**src/pmrp_pkg.sv**
```systemverilog
// pmrp_pkg: shared types, widths and constants of the point-in-mesh ray parity block
// no dependencies; used by the interfaces and every module

package pmrp_pkg;

	localparam int COORD_W = 32;
	localparam int DIFF_W = COORD_W + 1;            // vertex and point differences
	localparam int DET_W = 2 * DIFF_W + 1;          // det, u and v numerators, q
	localparam int QH_W = DET_W - 32;               // high part of q for the split multiply
	localparam int PROD_W = DIFF_W + QH_W;          // shared multiplier result
	localparam int TN_W = DIFF_W + DET_W + 4;       // t numerator
	localparam int TOL_DEN_W = 18;
	localparam int M_W = TN_W + TOL_DEN_W;          // t numerator times tolerance denominator
	localparam int CNT_W = 16;
	localparam int QUEUE_DEPTH = 2;

	localparam int DEF_MAX_TRIANGLES = 65535;
	localparam int DEF_FRAC_BITS = 16;
	localparam longint unsigned TOL_DEN = 100000;

	// 100000 = 2^16 + 2^15 + 2^10 + 2^9 + 2^7 + 2^5
	localparam int N_TOL_TERMS = 6;
	localparam int TERM_W = $clog2(N_TOL_TERMS);
	localparam int TOL_SHIFT [N_TOL_TERMS] = '{16, 15, 10, 9, 7, 5};

	// configuration register indexes
	localparam int CFG_IDX_W = 2;
	localparam logic [CFG_IDX_W-1:0] REG_POINT_X = 2'd0;
	localparam logic [CFG_IDX_W-1:0] REG_POINT_Y = 2'd1;
	localparam logic [CFG_IDX_W-1:0] REG_POINT_Z = 2'd2;

	typedef struct packed {
		logic signed [COORD_W-1:0] a_x;
		logic signed [COORD_W-1:0] a_y;
		logic signed [COORD_W-1:0] a_z;
		logic signed [COORD_W-1:0] b_x;
		logic signed [COORD_W-1:0] b_y;
		logic signed [COORD_W-1:0] b_z;
		logic signed [COORD_W-1:0] c_x;
		logic signed [COORD_W-1:0] c_y;
		logic signed [COORD_W-1:0] c_z;
		logic last_triangle;
	} tri_t;

	typedef struct packed {
		logic inside_res;
		logic [CNT_W-1:0] hit_count;
	} res_t;

	typedef struct packed {
		logic signed [DIFF_W-1:0] e1x;
		logic signed [DIFF_W-1:0] e1y;
		logic signed [DIFF_W-1:0] e1z;
		logic signed [DIFF_W-1:0] e2x;
		logic signed [DIFF_W-1:0] e2y;
		logic signed [DIFF_W-1:0] e2z;
		logic signed [DIFF_W-1:0] sx;
		logic signed [DIFF_W-1:0] sy;
		logic signed [DIFF_W-1:0] sz;
		logic last;
	} job_t;

	typedef struct packed {
		logic valid;
		logic ready;
	} hs_t;

	typedef enum logic [2:0] {
		B_IDLE,
		B_MUL,
		B_DRAIN,
		B_FOLD,
		B_SCALE,
		B_DONE
	} back_state_t;

endpackage

```
**src/pmrp_queue.sv**
```systemverilog
// pmrp_queue: short register queue of classified triangle jobs between front and back
// depends on pmrp_pkg

module pmrp_queue import pmrp_pkg::*; #(
	parameter int DEPTH = QUEUE_DEPTH
) (
	input  logic clk,
	input  logic arst_n,
	input  hs_t  push,
	output logic push_ready,
	input  job_t push_data,
	output logic pop_valid,
	input  logic pop,
	output job_t pop_data
);

	localparam int PTR_W = (DEPTH > 1) ? $clog2(DEPTH) : 1;
	localparam int CNT_QW = $clog2(DEPTH + 1);

	job_t entry_q [DEPTH];
	logic [PTR_W-1:0] wr_ptr_q;
	logic [PTR_W-1:0] rd_ptr_q;
	logic [CNT_QW-1:0] fill_q;
	logic do_push;
	logic do_pop;

	assign push_ready = (fill_q != CNT_QW'(DEPTH));
	assign pop_valid = (fill_q != '0);
	assign pop_data = entry_q[rd_ptr_q];
	assign do_push = push.valid && push_ready;
	assign do_pop = pop && pop_valid;

	always_ff @(posedge clk or negedge arst_n) begin
		if (!arst_n) begin
			wr_ptr_q <= '0;
			rd_ptr_q <= '0;
			fill_q <= '0;
		end else begin
			if (do_push) begin
				wr_ptr_q <= (wr_ptr_q == PTR_W'(DEPTH - 1)) ? '0 : wr_ptr_q + 1'b1;
			end
			if (do_pop) begin
				rd_ptr_q <= (rd_ptr_q == PTR_W'(DEPTH - 1)) ? '0 : rd_ptr_q + 1'b1;
			end
			if (do_push && !do_pop) begin
				fill_q <= fill_q + 1'b1;
			end else if (do_pop && !do_push) begin
				fill_q <= fill_q - 1'b1;
			end
		end
	end

	always_ff @(posedge clk) begin
		if (do_push) begin
			entry_q[wr_ptr_q] <= push_data;
		end
	end

endmodule

```
**config.mk**
```make
export PLATFORM = sky130hd
export DESIGN_NAME = pmrp_queue
export DESIGN_NICKNAME = d
export VERILOG_FILES = /design/src/pmrp_pkg.sv /design/src/pmrp_queue.sv
export SDC_FILE = /design/constraint.sdc
export NUM_CORES = 1
export LEC_CHECK = 0
export ABC_CLOCK_PERIOD_IN_PS = 22800
export BUFFER_PORTS_ARGS = -buffer_cell sky130_fd_sc_hd__buf_2
export CAP_MARGIN = 20
export CORE_MARGIN = 5
export CORE_UTILIZATION = 40
export CTS_BUF_LIST = sky130_fd_sc_hd__clkbuf_4 sky130_fd_sc_hd__clkbuf_8 sky130_fd_sc_hd__clkbuf_16
export DETAILED_ROUTE_END_ITERATION = 8
export SETUP_SLACK_MARGIN = 0.2
export SKIP_CTS_REPAIR_TIMING = 1
export SYNTH_ARGS = -nofsm -noshare
export SYNTH_HDL_FRONTEND = slang
export SYNTH_SLANG_ARGS = --single-unit
export TNS_END_PERCENT = 1
```
**constraint.sdc**
```tcl
create_clock -name clk -period 22.8 [get_ports clk]
set_input_delay 3.42 -clock clk [delete_from_list [all_inputs] [get_ports clk]]
set_output_delay 3.42 -clock clk [all_outputs]
set_load 0.03 [all_outputs]
```
==> flow_summary.yaml, run 1 <==
outcome:
  status: "finished, final reports clean"
min_path:
  min_from: "fill_q[1]$_DFFE_PN0P_"
  min_path_type: "reg -> reg"
  hold_path_depth: 1
  min_to: "fill_q[1]$_DFFE_PN0P_"
place:
  pre_cts_slack_ns: 16.23
  io_buffers: 601
  hpwl_um: 35300
  place_congestion: 0.771
critical_path:
  start_kind: "flop"
  reg2reg_from: "fill_q[0]$_DFFE_PN0P_"
  arrival_ns: 3.22
  r2r-end: "entry_q[0][73]$_DFFE_PP_"
  worstSetupEndpointType: "output port"
  crit_fanout: 131
  crit_required_ns: 19.38
  reg2reg_slack_ns: 19.23
  rr_worst_depth: 5
  crit_type: "reg -> out"
  crit_start: "rd_ptr_q$_DFFE_PN0P_"
timing:
  period_share_pct: 29.1
  fin_skew_ns: 0.0159
  setup_viol: 0
  finalWorstPathRequiredPeriod_ns: 6.64
  relSlewSlack_pct: 14.6
  worst_slack_ns: 16.16
  fin_setup_tns_ns: 0
  maxClockFrequency_mhz: 151
  slew_viol_final: 0
  rsz0062_at_grt: "no"
  worst_slew_pin_slew_ns: 1.28
  hold_viol_final: 0
clocking:
  numClockSinks: 600
  cts_tree: "built"
  cts_htree_levels: 2
  cts_buffers: 60
  cts_buffer_depth: 3
  clkTransAtPathRegs_ns: 0.06
  root_buffer: "clkbuf_16"
  clk_latency_ns: 0.60
floorplanning:
  num_rows: 87
  core_mm2: 0.0561
  die_area_mm2: 0.0611
  start_util_pct: 40.1
  die_w_um: 247
  die_h_um: 247
  ios: 603
global_routing:
  antenna_found_initial: 19
  grt-ovfl-total: 0
  grt.total_usage_pct: 15.7
  grt_max_degree: 132
  grt_pass1_wl_um: 72200
  grt_pass1_vias: 11700
finish:
  fill_cells: 4663
  multi_input_area_mm2: 0.00421
  drive_gt1_share_pct: 61.9
  finalNetCount: 1889
  syn_to_final_growth_pct: 25.4
  seqCellArea_mm2: 0.0180
routing:
  finalWirelength_um: 50700
  drt-initial-drc-count: 464
  viasPerCell: 4.64
  vias: 11100
  dr.pass1.iters: 5
  routedWlPerCell_um: 21.1
  drcViolationCount: 0
  drtAntennaViolNets: 0
logic_synthesis:
  synthTopCellsByArea: "edfxtp_1 80%, mux2_4 13%, mux2_2 4.9%"
  synth.distinct_cells: 16
  synth_top_area_cell: "edfxtp_1"
  ys_seq_area_share_pct: 80.0
  syn_nets: 1249
  avgSynthCellArea_um2: 23.8
  synth_area_mm2: 0.0225
  ys_warn_count: 0
  synthCells: 945
  ys_ff_latch: 600
  synth_top_area_share_pct: 79.5
power_and_ir_drop:
  power_density_mw_per_mm2: 144
  p_clk_share_pct: 23.4
  seqPwrFrac_pct: 39.0
  p_sw_uw: 1450
  swShare_pct: 35.6
  combPwrFrac_pct: 37.7
  p_leak_uw: 0.0110
  vdd_drop_max_mv: 0.121
  internal_power_uw: 2620
flow_run:
  max_cap_viol_count: 0
==> routing by layer <==
metal  track usage [%]  vias up  part of all wire (%)
met5                 0        -                  0.23
met4              3.92       18                   1.8
met3              7.76       84                    12
met2              26.7      439                    50
met1              17.7     5518                    36
li1                  -     5088                     -
==> registers in the layout (all words and copies together) (netlist names) <==
name,flops
rd_ptr_q,1
wr_ptr_q,1
entry_q,596
fill_q,2
==> cell families (layout without fill, tap and decap cells) <==
kind of cell	Yosys count	after routing	synth area share, %
xor+xnor	5	5	0.195
flops	600	600	80.0
fa+ha+maj	1	1	0.0556
other cells	0	12	0
simple gates	7	7	0.150
mux	298	298	18.2
buf+inv	34	722	1.38
==> power by group through the flow <==
stage | Sequential, uW | Clock (uW) | Combinational [uW]
5_1_grt | 1610 | 1030 | 1610
4_1_cts | 1590 | 982 | 1560
3_5_place_dp | 1610 | 0 | 1550
6_report | 1580 | 950 | 1530
3_3_place_gp | 1600 | 0 | 1550
2_1_floorplan | 1680 | 0 | 1170
==> through the flow <==
step / hold slack [ns] / total power [uW] / area [um^2] / util (%) / instances
final: 0.507 / 4070 / 28200 / 50.3 / 2401
after global placement: 0.480 / 3150 / 26300 / 46.9 / 2279
after floorplan: 0.456 / 2860 / 22500 / - / 945
after CTS: 0.507 / 4130 / 28200 / 50.3 / 2389
after global routing: 0.511 / 4250 / 28200 / 50.3 / 2394
after detailed placement: 0.491 / 3170 / 26300 / 46.9 / 2279
==> synth_stat cells, drive strengths merged <==
library cell	n
ha	1
inv	1
nor2	2
nand2	2
or2	1
xnor2	3
edfxtp	596
xor2	2
buf	33
and3	1
dfrtp	4
nand2b	1
mux2	298
==> worst max-delay path by stage <==
stage | endpoint | slack [ns] | depth (start not counted)
finish | pop_data[29] | 16.16 | 3
global placement | entry_q[0][90]$_DFFE_PP_ | 16.23 | 5
global route | pop_data[29] | 16.10 | 3
CTS | pop_data[45] | 16.17 | 3
detailed placement | entry_q[0][242]$_DFFE_PP_ | 16.23 | 5
floorplan | entry_q[0][0]$_DFFE_PP_ | 5.98 | 2
==> worst max-delay path, cell delays in order, from the launching register on <==
cell and delay (ns):
dfrtp_4 0.97, buf_12 0.47, mux2_2 0.43, buf_2 0.20
==> cell usage in the layout, fill, tap and decap left out <==
cell type,n
buf_2,601
clkinvlp_4,3
bufinv_16,5
buf_4,8
xnor2_1,3
mux2_2,98
nand2b_1,1
nor2_1,1
buf_12,2
clkbuf_16,61
and3_4,1
nand2_1,2
clkinv_1,12
inv_6,3
dfrtp_4,1
ha_1,1
inv_1,1
xor2_1,2
dfrtp_1,3
clkinv_2,18
edfxtp_1,596
mux2_4,200
clkbuf_4,8
or2_2,1
diode_2,12
nor2_4,1
==> final cells by class <==
cell class | count | share of cell area, %
Antenna cell | 12 | 0.106
Clock buffer | 69 | 5.62
Clock inverter | 41 | 1.18
Inverter | 1 | 0.0133
Multi-Input combinational cell | 311 | 14.9
Sequential cell | 600 | 63.8
Tap cell | 756 | 3.35
Timing Repair Buffer | 611 | 11.0
Note: power is estimated with default switching activity, not from simulation.
==> inputs of run 2 (changes only) <==
Settings changed: ABC_AREA set to 1, ABC_CLOCK_PERIOD_IN_PS 22800 to 6400.
Clock period 22.8 ns to 6.4 ns, I/O delays scaled along.
==> run 2 against run 1 <==
Effect of this change: critical path depth increased by 2; largest cell class unchanged; clock skew down 0.0021 ns; critical path type unchanged; first-iteration DRC count increased by 56%; critical endpoint is now pop_data[239]; setup slack got worse by 14 ns; global-route usage up 2.3 points.
==> flow_summary.yaml, run 2 <==
outcome:
  status: "finished, final reports clean"
critical_path:
  worstSetupEndpointType: "output port"
  crit_required_ns: 5.44
  cp_common_cell: "nand2_1"
  crit_chain: "buf_12 -> buf_4 -> nand2_1 -> nand2_1 -> buf_2"
  crit_fanout: 180
  cp_slowest_cell: "buf_4"
  arrival_ns: 2.95
  cpPeakStageDelay_ns: 0.70
  crit_type: "reg -> out"
  start_kind: "flop"
logic_synthesis:
  avgSynthCellArea_um2: 13.8
  synth_ff_type: "edfxtp_1"
  synthTopCellsByArea: "edfxtp_1 82%, nand2_1 16%, buf_2 1.4%"
  ys_seq_area_share_pct: 82.5
  yosys-top-cells-count: "904 x nand2_1, 596 x edfxtp_1, 60 x buf_2, 6 x buf_4, 6 x inv_1"
  synth_edf_count: 596
  synthCells: 1585
  synth_area_mm2: 0.0218
  synth.most_common_cell: "nand2_1"
  ys_ff_latch: 600
  ys_warn_count: 0
  synth.distinct_cells: 13
  syn_nets: 1889
  synth_top_area_share_pct: 82.0
  async_reset_ff_share_pct: 0.667
  synth_top_area_cell: "edfxtp_1"
floorplanning:
  die_h_um: 244
  die_w_um: 244
  die_area_mm2: 0.0593
  core_mm2: 0.0539
  num_rows: 85
  ios: 603
  start_util_pct: 40.5
flow_run:
  max_cap_viol_count: 0
finish:
  top_regs: "entry_q: 596 flops, fill_q: 2 flops"
  top_register: "entry_q"
  drive_gt1_share_pct: 32.0
  layout_common_cells: "904 x nand2_1, 601 x buf_2, 596 x edfxtp_1, 69 x clkbuf_16, 19 x clkbuf_4"
  fill_cells: 4666
  finalNetCount: 2501
  syn_to_final_growth_pct: 27.0
  layout_commonest_cell: "nand2_1"
  fin_cells: 2958
  largest_reg_flops: 596
timing:
  rsz0062_at_grt: "no"
  hold_viol_final: 0
  setup_viol: 0
  finalWorstPathRequiredPeriod_ns: 3.91
  period_share_pct: 61.0
  relSlewSlack_pct: 27.7
  worst_slew_pin_slew_ns: 1.08
  slew_viol_final: 0
  maxClockFrequency_mhz: 256
  fin_skew_ns: 0.0139
clocking:
  clkTransAtPathRegs_ns: 0.05
  cts_htree_levels: 3
  cts_buffer_depth: 3
  clk_latency_ns: 0.58
  cts_tree: "built"
  numClockSinks: 600
  cts_buffers: 66
  root_buffer: "clkbuf_16"
global_routing:
  grt_pass1_vias: 13700
  grt_pass1_wl_um: 82100
  grt_max_degree: 181
  grt-ovfl-total: 0
  antenna_found_initial: 22
  grt.total_usage_pct: 18.0
place:
  place_congestion: 0.820
  placed_cells: 2825
  hpwl_um: 37000
  io_buffers: 601
power_and_ir_drop:
  vdd_drop_max_mv: 0.555
  p_leak_uw: 0.0119
  power_uw: 15000
  power_density_mw_per_mm2: 540
routing:
  drcViolationCount: 0
  drt-initial-drc-count: 725
  dr.pass1.iters: 5
  finalWirelength_um: 56100
  routedWlPerCell_um: 19.0
  viasPerCell: 4.64
  vias: 13700
  drtAntennaViolNets: 0
min_path:
  min_path_type: "in -> async"
==> run 2: cell type report <==
class	instances	area [um^2]	area share, %
antenna	11	27.5	0.0993
clock buffer	88	1870	6.74
clock inverter	34	302	1.09
inverter	7	33.8	0.122
multi-input combinational	912	3460	12.5
sequential	600	18000	64.9
tap	696	871	3.14
timing repair buffer	610	3150	11.4
==> run 2: power breakdown <==
group,total (uW),switching [uW],internal (uW)
combinational,5700,4450,1250
clock,3710,1480,2230
sequential,5570,186,5380
total,15000,6110,8870
==> run 2: final timing paths <==
kind                                              to  cells after the start             startpoint  slack, ns
max                                    pop_data[239]                      5   rd_ptr_q$_DFFE_PN0P_       2.49
min                            fill_q[0]$_DFFE_PN0P_                      1                 arst_n       0.18
max reg2reg                entry_q[1][245]$_DFFE_PP_                      5  fill_q[0]$_DFFE_PN0P_       4.08
min reg2reg                    fill_q[0]$_DFFE_PN0P_                      1  fill_q[0]$_DFFE_PN0P_       0.50
max in group asynchronous       rd_ptr_q$_DFFE_PN0P_                      1                 arst_n       6.09
min in group clk               fill_q[0]$_DFFE_PN0P_                      1  fill_q[0]$_DFFE_PN0P_       0.50
==> run 2: metrics by stage <==
| stage | hold WS, ns | TNS [ns] | util, % | setup slack [ns] | instance area [um^2] |
|---|---|---|---|---|---|
| floorplan | 0.462 | -1753.08 | - | -2.94 | 21800 |
| global placement | 0.477 | 0 | 47.3 | 3.05 | 25500 |
| detailed placement | 0.497 | 0 | 47.3 | 3.05 | 25500 |
| CTS | 0.132 | 0 | 51.4 | 2.39 | 27700 |
| global route | 0.154 | 0 | 51.4 | 2.23 | 27700 |
| finish | 0.177 | 0 | 51.4 | 2.49 | 27700 |
==> run 2: routing by layer <==
layer / track usage (%) / share of wire [%]
met4: 6.65 / 3.0
met2: 31.1 / 51
met5: 0 / 0.25
met3: 6.39 / 8.4
met1: 20.8 / 37
==> run 2: worst max-delay path, delay by kind of cell, from the launching register on <==
family        cells  cell delay [ns]
simple gates      2             0.25
buf+inv           3             1.40
flops             1             0.46
==> run 2: logic make-up after synthesis <==
family / share of synthesized area, %
XOR/XNOR: 0.0803
adder cells (fa/ha/maj): 0.0573
flip-flops: 82.5
buffers and inverters: 1.70
AND/OR/NAND/NOR: 15.7
==> inputs of run 3 (changes only) <==
Settings changed: ABC_AREA 1 to 0, ABC_CLOCK_PERIOD_IN_PS 6400 to 4000.
Clock period 6.4 ns to 4 ns, I/O delays scaled along.
==> run 3 against run 2 <==
Effect of this change: combinational power is 57% higher; setup slack worse by 1.7 ns; non-clock buffer count is 30 higher; critical path type unchanged.
==> flow_summary.yaml, run 3 (same netlist as run 1, synthesis figures left out) <==
outcome:
  status: "finished, final reports clean"
finish:
  syn_to_final_growth_pct: 26.1
  layout_common_cells: "601 x buf_2, 596 x edfxtp_1, 200 x mux2_4, 98 x mux2_2, 61 x clkbuf_16"
  top_register: "entry_q"
  utilization_pct: 50.6
  layout_commonest_cell: "buf_2"
  top_regs: "entry_q: 596 flops, fill_q: 2 flops"
  finalNetCount: 1918
  largest_reg_flops: 596
  drive_gt1_share_pct: 62.7
critical_path:
  rr_worst_depth: 3
  crit_type: "reg -> out"
  crit_required_ns: 3.40
  worstSetupEndpointType: "output port"
  arrival_ns: 2.61
  cp-endpoint: "pop_data[20]"
  crit_fanout: 40
  r2r-end: "entry_q[1][36]$_DFFE_PP_"
  reg2reg_slack_ns: 1.84
  crit_start: "rd_ptr_q$_DFFE_PN0P_"
  reg2reg_from: "fill_q[0]$_DFFE_PN0P_"
  start_kind: "flop"
power_and_ir_drop:
  vdd_drop_max_mv: 0.613
  p_clk_share_pct: 22.1
  seqPwrFrac_pct: 39.0
  internal_power_uw: 14800
  swShare_pct: 35.8
  p_leak_uw: 0.0112
  power_density_mw_per_mm2: 812
  p_sw_uw: 8250
  combPwrFrac_pct: 38.9
timing:
  maxClockFrequency_mhz: 311
  fin_hold_ws_ns: 0.190
  slew_viol_final: 0
  setup_viol: 0
  worst_slew_pin_slew_ns: 0.852
  worst_slack_ns: 0.786
  relSlewSlack_pct: 43.2
  period_share_pct: 80.4
  fin_skew_ns: 0.0137
  rsz0062_at_grt: "no"
  finalWorstPathRequiredPeriod_ns: 3.21
  hold_viol_final: 0
place:
  hpwl_um: 37000
  pre_cts_slack_ns: 1.36
  io_buffers: 601
  place_congestion: 0.778
global_routing:
  grt_pass1_vias: 11800
  grt_max_degree: 83
  grt-ovfl-total: 0
  antenna_found_initial: 19
  grt.total_usage_pct: 15.8
  grt_pass1_wl_um: 72700
clocking:
  clk_latency_ns: 0.59
  cts_tree: "built"
  root_buffer: "clkbuf_16"
  clkTransAtPathRegs_ns: 0.06
  cts_buffers: 60
  cts_htree_levels: 2
  numClockSinks: 600
  cts_buffer_depth: 3
routing:
  vias: 11200
  viasPerCell: 4.63
  drt-initial-drc-count: 488
  drcViolationCount: 0
  routedWlPerCell_um: 21.2
  dr.pass1.iters: 4
  finalWirelength_um: 51300
  drtAntennaViolNets: 0
floorplanning:
  die_area_mm2: 0.0611
  num_rows: 87
  start_util_pct: 40.1
  core_mm2: 0.0561
  ios: 603
  die_h_um: 247
  die_w_um: 247
flow_run:
  max_cap_viol_count: 0
min_path:
  min_path_type: "in -> reg"
-- run 3: per-layer routing --
layer	routed length (um)	GRT usage, %
met5	125	0
met4	974	4.41
met3	5170	6.69
met2	26300	27.1
met1	18700	18.2
-- run 3: stage by stage --
| stage | total power [uW] | cell area, um^2 | setup TNS, ns | cells |
|---|---|---|---|---|
| floorplan | 15900 | 22500 | -653.93 | 945 |
| global placement | 18200 | 26600 | 0 | 2307 |
| detailed placement | 18300 | 26600 | 0 | 2307 |
| CTS | 23400 | 28400 | 0 | 2407 |
| global route | 24100 | 28400 | 0 | 2414 |
| finish | 23000 | 28400 | 0 | 2417 |
-- run 3: cell type report --
| class | instances | area, um^2 |
|---|---|---|
| timing repair buffer | 640 | 3420 |
| multi-input combinational | 311 | 4220 |
| tap | 756 | 946 |
| clock inverter | 18 | 91.3 |
| antenna | 9 | 22.5 |
| fill | 4594 | 27700 |
| inverter | 1 | 3.75 |
| sequential | 600 | 18000 |
| clock buffer | 82 | 1680 |
-- run 3: power groups by stage --
stage	clock, uW	sequential, uW	combinational, uW
final	5090	8990	8970
after global routing	5510	9100	9450
after CTS	5250	9010	9140
after detailed placement	0	9140	9120
after global placement	0	9060	9110
after floorplan	0	9170	6690
-- run 3: worst min path at each step --
stage	start	end	slack [ns]	cells past startpoint
2_1_floorplan	arst_n	fill_q[0]$_DFFE_PN0P_	0.30	0
4_1_cts	arst_n	fill_q[0]$_DFFE_PN0P_	-0.25	1
3_5_place_dp	arst_n	fill_q[0]$_DFFE_PN0P_	0.41	1
6_report	push_data[234]	entry_q[0][234]$_DFFE_PP_	0.19	1
5_1_grt	push_data[60]	entry_q[1][60]$_DFFE_PP_	0.15	1
3_3_place_gp	arst_n	fill_q[0]$_DFFE_PN0P_	0.41	1
-- run 3: critical path: stages, from the launching register on --
cell     delay (ns)
dfrtp_4        0.93
buf_4          0.46
mux2_2         0.40
buf_2          0.18
